--- src/sv/siph_pkg.sv ---
// Shared types, constants and round functions for the SipHash-2-4 core.
package siph_pkg;

    // Initialization constants of the cipher state
    localparam logic [63:0] SIP_C0 = 64'h736f6d6570736575;
    localparam logic [63:0] SIP_C1 = 64'h646f72616e646f6d;
    localparam logic [63:0] SIP_C2 = 64'h6c7967656e657261;
    localparam logic [63:0] SIP_C3 = 64'h7465646279746573;

    // Finalization marker folded into v2
    localparam logic [63:0] SIP_FIN_XOR = 64'h00000000000000ff;

    // Configuration register indexes
    localparam logic CFG_KEY_LOW  = 1'b0;
    localparam logic CFG_KEY_HIGH = 1'b1;

    // Byte count of a full word
    localparam logic [7:0] WORD_BYTES = 8'd8;

    typedef struct packed {
        logic [63:0] v0;
        logic [63:0] v1;
        logic [63:0] v2;
        logic [63:0] v3;
    } sip_state_t;

    // Chain state plus the packed final block, handed to finalization
    typedef struct packed {
        sip_state_t  v;
        logic [63:0] block;
    } sip_fin_t;

    function automatic logic [63:0] sip_rotl(input logic [63:0] x, input int r);
        return (x << r) | (x >> (64 - r));
    endfunction

    function automatic sip_state_t sip_round(input sip_state_t s);
        sip_state_t t;
        begin
            t = s;
            t.v0 = t.v0 + t.v1;
            t.v1 = sip_rotl(t.v1, 13);
            t.v1 = t.v1 ^ t.v0;
            t.v0 = sip_rotl(t.v0, 32);
            t.v2 = t.v2 + t.v3;
            t.v3 = sip_rotl(t.v3, 16);
            t.v3 = t.v3 ^ t.v2;
            t.v0 = t.v0 + t.v3;
            t.v3 = sip_rotl(t.v3, 21);
            t.v3 = t.v3 ^ t.v0;
            t.v2 = t.v2 + t.v1;
            t.v1 = sip_rotl(t.v1, 17);
            t.v1 = t.v1 ^ t.v2;
            t.v2 = sip_rotl(t.v2, 32);
            return t;
        end
    endfunction

    // Absorb one message block with two rounds
    function automatic sip_state_t sip_absorb(input sip_state_t s, input logic [63:0] m);
        sip_state_t t;
        begin
            t = s;
            t.v3 = t.v3 ^ m;
            t = sip_round(sip_round(t));
            t.v0 = t.v0 ^ m;
            return t;
        end
    endfunction

    // Keep the low n bytes of the 56 payload bits of a final block
    function automatic logic [55:0] sip_byte_mask(input logic [2:0] n);
        logic [55:0] mask;
        begin
            for (int i = 0; i < 7; i++)
            begin
                mask[8*i +: 8] = (3'(i) < n) ? 8'hff : 8'h00;
            end
            return mask;
        end
    endfunction

endpackage

--- src/sv/siph_final.sv ---
// Finalization pipeline and output register of the SipHash core.
module siph_final (
    input  logic                 clk,
    input  logic                 rst_n,
    input  logic                 fin_valid,
    output logic                 fin_stall,
    input  siph_pkg::sip_fin_t   fin_data,
    output logic                 out_valid,
    input  logic                 out_stall,
    output logic [63:0]          digest
);
    import siph_pkg::*;

    logic        f1_valid_reg;
    sip_fin_t    f1_data_reg;
    logic        f2_valid_reg;
    sip_state_t  f2_state_reg;
    logic        f3_valid_reg;
    sip_state_t  f3_state_reg;
    logic        out_valid_reg;
    logic [63:0] digest_reg;

    logic        out_free;
    logic        f3_free;
    logic        f2_free;
    sip_state_t  f1_next;
    sip_state_t  f2_next;
    sip_state_t  f3_next;

    // Each stage moves when the one after it has room
    assign out_free  = !out_valid_reg || !out_stall;
    assign f3_free   = !f3_valid_reg || out_free;
    assign f2_free   = !f2_valid_reg || f3_free;
    assign fin_stall = f1_valid_reg && !f2_free;

    // Absorb the final block and mark finalization; two rounds for each later stage
    always_comb
    begin
        f1_next    = sip_absorb(f1_data_reg.v, f1_data_reg.block);
        f1_next.v2 = f1_next.v2 ^ SIP_FIN_XOR;
        f2_next    = sip_round(sip_round(f2_state_reg));
        f3_next    = sip_round(sip_round(f3_state_reg));
    end

    // Advance valid flags
    always_ff @(posedge clk or negedge rst_n)
    begin
        if (!rst_n)
        begin
            f1_valid_reg  <= 1'b0;
            f2_valid_reg  <= 1'b0;
            f3_valid_reg  <= 1'b0;
            out_valid_reg <= 1'b0;
        end
        else
        begin
            if (!fin_stall)
            begin
                f1_valid_reg <= fin_valid;
            end
            if (f2_free)
            begin
                f2_valid_reg <= f1_valid_reg;
            end
            if (f3_free)
            begin
                f3_valid_reg <= f2_valid_reg;
            end
            if (out_free)
            begin
                out_valid_reg <= f3_valid_reg;
            end
        end
    end

    // Advance payload
    always_ff @(posedge clk)
    begin
        if (fin_valid && !fin_stall)
        begin
            f1_data_reg <= fin_data;
        end
        if (f1_valid_reg && f2_free)
        begin
            f2_state_reg <= f1_next;
        end
        if (f2_valid_reg && f3_free)
        begin
            f3_state_reg <= f2_next;
        end
        if (f3_valid_reg && out_free)
        begin
            digest_reg <= f3_next.v0 ^ f3_next.v1 ^ f3_next.v2 ^ f3_next.v3;
        end
    end

    assign out_valid = out_valid_reg;
    assign digest    = digest_reg;

`ifndef ASSERT_OFF
    f3_to_out: assert property (@(posedge clk) disable iff (!rst_n)
        (f3_valid_reg && out_free) |=> out_valid_reg)
        else $error("finished word lost before the output register");

    f1_hold: assert property (@(posedge clk) disable iff (!rst_n)
        (f1_valid_reg && !f2_free) |=> (f1_valid_reg && $stable(f1_data_reg)))
        else $error("stalled final block changed");

    f2_hold: assert property (@(posedge clk) disable iff (!rst_n)
        (f2_valid_reg && !f3_free) |=> (f2_valid_reg && $stable(f2_state_reg)))
        else $error("stalled round state changed");
`endif

endmodule

--- config.mk ---
export PLATFORM = sky130hd
export DESIGN_NAME = siph_final
export DESIGN_NICKNAME = d
export VERILOG_FILES = /design/src/sv/siph_pkg.sv /design/src/sv/siph_final.sv
export SDC_FILE = /design/constraint.sdc
export NUM_CORES = 2
export LEC_CHECK = 0
export BUFFER_PORTS_ARGS = -buffer_cell sky130_fd_sc_hd__buf_2
export CORE_MARGIN = 3
export CORE_UTILIZATION = 50
export DETAILED_ROUTE_END_ITERATION = 7
export PLACE_DENSITY = 0.72
export SYNTH_ARGS = -nofsm -noshare
export SYNTH_HDL_FRONTEND = slang
export SYNTH_SLANG_ARGS = --single-unit
--- constraint.sdc ---
create_clock -name clk -period 24.5 [get_ports clk]
set_input_delay 3.675 -clock clk [delete_from_list [all_inputs] [get_ports clk]]
set_output_delay 3.675 -clock clk [all_outputs]
set_load 0.05 [all_outputs]
==> impl_results.md, run 1 <==
* Cell Area, Synth at 118,000 µm²
* Setup Buffers After CTS at 0
* Top_reg_cell synth: edfxtp_1
* Post-CTS Resized at 0
* H-tree depth at 3
* Clock buffer depth at 3
* Status: did not finish
* Root buf cell: clkbuf_16
* First-pass GRT wire length at 1,440,000 µm
* Largest net degree at the start of global routing at 168
* Num ports at 390
* Initial Util at 50.5%
* DP Wirelength at 627,000 µm
* Post-CTS Hold Fix Bufs at 0
* Number of flops mapped to enable cells by yosys at 896
* Syn nets at 15,200
* Syn. warnings at 0
* Distinct cell type count after synthesis at between 90 and 100
* Clock sinks at 900
* Die X at about 500 µm
* I/O Buffers at around 390
* Die H at roughly 490 µm
* Failed at: global routing (5_1_grt)
* Post-synthesis cell count at 13,400
* Gr ovfl total at a little over 7,000
* Synth Register Bits at 900
* Rows at 177
* Stop err: [ERROR GRT-0116] Global routing finished with congestion. Check the congestion regions in the DRC Viewer.
* Vias in the first global route at 142,000
* Gpl congestion at 1.30
* GR Util All Layers at approximately four fifths
* CTS Buf Count at 100
* Ys async rst share at 0.444%
* Syn_area_per_cell at 8.82 µm²
* Seq/Total Area, Yosys at around 23%
[cells by family after synthesis]
family	count (synthesis)	share of synthesized area, %
mux	2	0.0180
buf+inv	776	2.48
xor+xnor	3112	23.6
simple gates	2715	11.2
fa+ha+maj	1473	15.8
flops	900	22.9
compound gates	4402	24.0
[synth_stat cells (138+ instances only)]
master / instances / area, µm²
a21o_1: 1012 / 7600
nand3_1: 255 / 1280
nand4_1: 197 / 1230
nor2_1: 636 / 2390
inv_1: 534 / 2000
ha_1: 1448 / 18100
a31oi_1: 138 / 863
xor2_1: 1705 / 14900
a21oi_1: 1406 / 7040
nand2b_1: 182 / 1140
o21bai_1: 282 / 2120
xnor2_1: 1359 / 11900
and3_1: 154 / 963
nand2_1: 743 / 2790
clkbuf_1: 232 / 871
nor2b_1: 187 / 1170
o21ai_0: 698 / 3490
o21a_1: 158 / 1190
edfxtp_1: 896 / 26900
[layer usage]
layer	GRT usage [%]	GRT overflow
met2	101	5149
met3	60.7	253
met1	76.9	224
met4	80.4	1574
met5	28.7	31
[stage by stage]
stage / setup WS (ns) / std cells / utilization, % / cell area [µm²]
floorplan: 8.43 / 13400 / - / 118000
CTS: 8.44 / 17000 / 54.7 / 128000
global placement: 7.79 / 16800 / 53.3 / 125000
detailed placement: 8.52 / 16800 / 53.3 / 125000
==> run 2, diff against run 1 <==
--- a/config.mk
+++ b/config.mk
@@ -7,9 +7,9 @@
 export LEC_CHECK = 0
 export BUFFER_PORTS_ARGS = -buffer_cell sky130_fd_sc_hd__buf_2
 export CORE_MARGIN = 3
-export CORE_UTILIZATION = 50
+export CORE_UTILIZATION = 35
 export DETAILED_ROUTE_END_ITERATION = 7
-export PLACE_DENSITY = 0.72
+export PLACE_DENSITY_LB_ADDON = 0.15
 export SYNTH_ARGS = -nofsm -noshare
 export SYNTH_HDL_FRONTEND = slang
 export SYNTH_SLANG_ARGS = --single-unit
==> impl_results.md, run 2 <==
* DP Wirelength at 690,000 µm (was 627,000 µm)
* Distinct cell type count after synthesis at 98 (unchanged)
* Clock buffer depth at 4 (was 3)
* Ys async rst share at 0.444% (unchanged)
* Final hold vios at 0
* CTS clk-pin slew, worst paths at 0.07 ns
* Min Tclk post-route at 16.88 ns
* Cell Area, Synth at 118,000 µm² (unchanged)
* Antenna Nets Post-Route at 0
* Highest Signal Layer: met5
* WP data required at about 25 ns
* Synth Register Bits at 900 (unchanged)
* Clock sinks at 900 (unchanged)
* Top_reg_cell synth: edfxtp_1 (unchanged)
* Most area-consuming cells after synthesis: edfxtp_1, ha_1, xor2_1 (unchanged)
* Final Max Tran Viols at 9
* Post-synthesis xor/xnor area fraction at 23.6% (unchanged)
* Met2 wire len at 339,000 µm
* Critical path class: reg2reg
* Most common cell in the netlist: xor2_1 (unchanged)
* CTS tree: done
* Synth-to-layout area growth at 10.6%
* Gr ovfl total at 0
* Drt total wl at 768,000 µm
* Compound-Gate Fraction of Synth Area at 24.0% (unchanged)
* Gpl congestion at 1.11 (was 1.30)
* Final Cycle Share at 68.9%
* Yosys top cell by area: edfxtp_1 (unchanged)
* Yosys top cell area share at 22.8% (unchanged)
* Post-CTS Hold Fix Bufs at 0 (unchanged)
* GR Util All Layers at 42.7%
* Via density at 6.10
* Max-slew headroom at the worst pin at -7.51%
* Initial Util at 35.3% (was 50.5%)
* First-pass iteration count of the detailed router at 6
* Maxcap violations at 3
* Maximum single-stage delay on the critical path at 1.00 ns
* Post-synth top cells: xor2_1, ha_1, a21oi_1 (unchanged)
* Commonest non-fill, non-tap cells in the layout: xor2_1, ha_1, a21oi_1
* Register area at ~27,000 µm²
* Multi-input gate area at about 90,000 µm²
* Share of layout cells above drive strength 1 at 6.91%
* First-pass GRT wire length at 990,000 µm
* Main combinational cell family by area after synthesis: compound AO/OA/AOI/OAI gates (unchanged)
* Die ar. at between 300,000 and 400,000 µm²
* WL met3 at 55,100 µm
* RSZ-0062 raised after global routing: no
* CP max stage cell: xor2_1
* Syn_area_per_cell at 8.82 µm² (unchanged)
* Drt drc at 0
* Slew of the pin with the lowest slew margin at 1.60 ns
* Die H at 587 µm (was 492 µm)
* Max FFs per register at 320
* Wire per inst at roughly 42 µm
* Mux contribution to synthesized area at 0.0180% (unchanged)
* Post-CTS Resized at 0 (unchanged)
* Root buf cell: clkbuf_16 (unchanged)
* Worst clock skew at 0.0815 ns
* Status: complete, but fails checks (was did not finish)
* Initial antenna violation count at 36
* Worst-Skew Late Latency at a little under 0.9 ns
* Syn nets at 15,200 (unchanged)
* Die X at 587 µm (was 492 µm)
* Failing checks: capacitance limit, slew limit
* Largest net degree at the start of global routing at 156
* Vias in the first global route at 107,000
* Number of flops mapped to enable cells by yosys at 896 (unchanged)
* Wire length on met1 at 268,000 µm
* DR vias at 112,000
* Layout Nets at approximately 16,000
* Commonest non-fill, non-tap cell in the layout: xor2_1
* Seq/Total Area, Yosys at 22.9% (unchanged)
* CP Capture Type: flip-flop
* Setup Viol. Count Final at 0
* H-tree depth at 3 (unchanged)
* Fmax at 0.0592 GHz
* Core area at between 300,000 and 400,000 µm²
* I/O Buffers at 389 (unchanged)
* DRT iter0 DRCs at 12,300
* Worst Path Max Fanout at 5
* Fillers at roughly 34,000
* Critical path launch point type: flip-flop
* CP arrival at around 17 ns
* Post-Synth Adder-Cell Area at 15.8% (unchanged)
* Syn. warnings at 0 (unchanged)
* Post-Synth Simple-Gate Area at 11.2% (unchanged)
* Num ports at 390 (unchanged)
* CTS Buf Count at 110 (was 100)
* Setup TNS at 0 ns
* Post-synthesis cell count at 13,400 (unchanged)
* Hold/Removal Path Class: reg2reg
* Most used cell, CP: o21ai_0
* Rows at 212 (was 177)
* Setup Buffers After CTS at 0 (unchanged)
[run 2: cell counts after synthesis]
No cell type changed its count.
[run 2: kinds of logic after synthesis]
kind of cell    after synthesis
buf+inv                     776
fa+ha+maj                  1473
xor+xnor                   3112
simple gates               2715
compound gates             4402
flops                       900
mux                           2
[run 2: metal layers]
layer | track usage [%] | vias up
met2 | 67.5 | 5930
met1 | 45.8 | 54500
met5 | 0.180 | -
li1 | - | 49900
met3 | 8.27 | 2124
met4 | 46.8 | 44
[run 2: cell type report]
| type | count | area share [%] |
|---|---|---|
| multi-input cells | 11700 | 67.9 |
| clock buffers | 121 | 2.16 |
| well taps | 4494 | 4.31 |
| inverters | 534 | 1.54 |
| flip-flops and latches | 900 | 20.7 |
| clock inverters | 75 | 0.621 |
| repair buffers | 602 | 2.75 |
| diodes | 17 | 0.0326 |
[run 2: stage by stage]
| step | std cells | hold WS [ns] | worst slack, ns | instance area [µm²] | util, % |
|---|---|---|---|---|---|
| 2_1_floorplan | 13400 | 0.435 | 8.43 | 118000 | - |
| 4_1_cts | 18400 | 0.482 | 7.88 | 130000 | 39.0 |
| 6_report | 18400 | 0.480 | 7.62 | 131000 | 39.0 |
| 3_3_place_gp | 18200 | 0.460 | 7.88 | 127000 | 37.9 |
| 5_1_grt | 18400 | 0.507 | 7.07 | 131000 | 39.0 |
| 3_5_place_dp | 18200 | 0.467 | 7.98 | 127000 | 37.9 |
[run 2: final timing paths]
| path | startpoint | end | slack (ns) | depth (start not counted) |
|---|---|---|---|---|
| min in group asynchronous | rst_n | f2_valid_reg | 2.56 | 1 |
| setup reg to reg | f2_state_reg[140] | f3_state_reg[191] | 7.62 | 60 |
| hold reg to reg | f3_valid_reg | out_valid | 0.48 | 1 |
| max in group asynchronous | rst_n | out_valid | 21.78 | 1 |
| setup / recovery | f2_state_reg[140] | f3_state_reg[191] | 7.62 | 60 |
| hold / removal | f3_valid_reg | out_valid | 0.48 | 1 |
[run 2: worst max-delay path: cells and delay by family, from the launching register on]
family,cells,cell delay (ns)
XOR/XNOR,7,3.23
flip-flops,1,0.43
adder cells (fa/ha/maj),4,1.64
AND/OR/NAND/NOR,12,2.33
buffers and inverters,2,0.15
AO/OA/AOI/OAI,35,8.74
Power of run 2 is left out: the tool's default activity adds up to more than one toggle a clock period on the data nets, which glitch-free logic cannot reach.
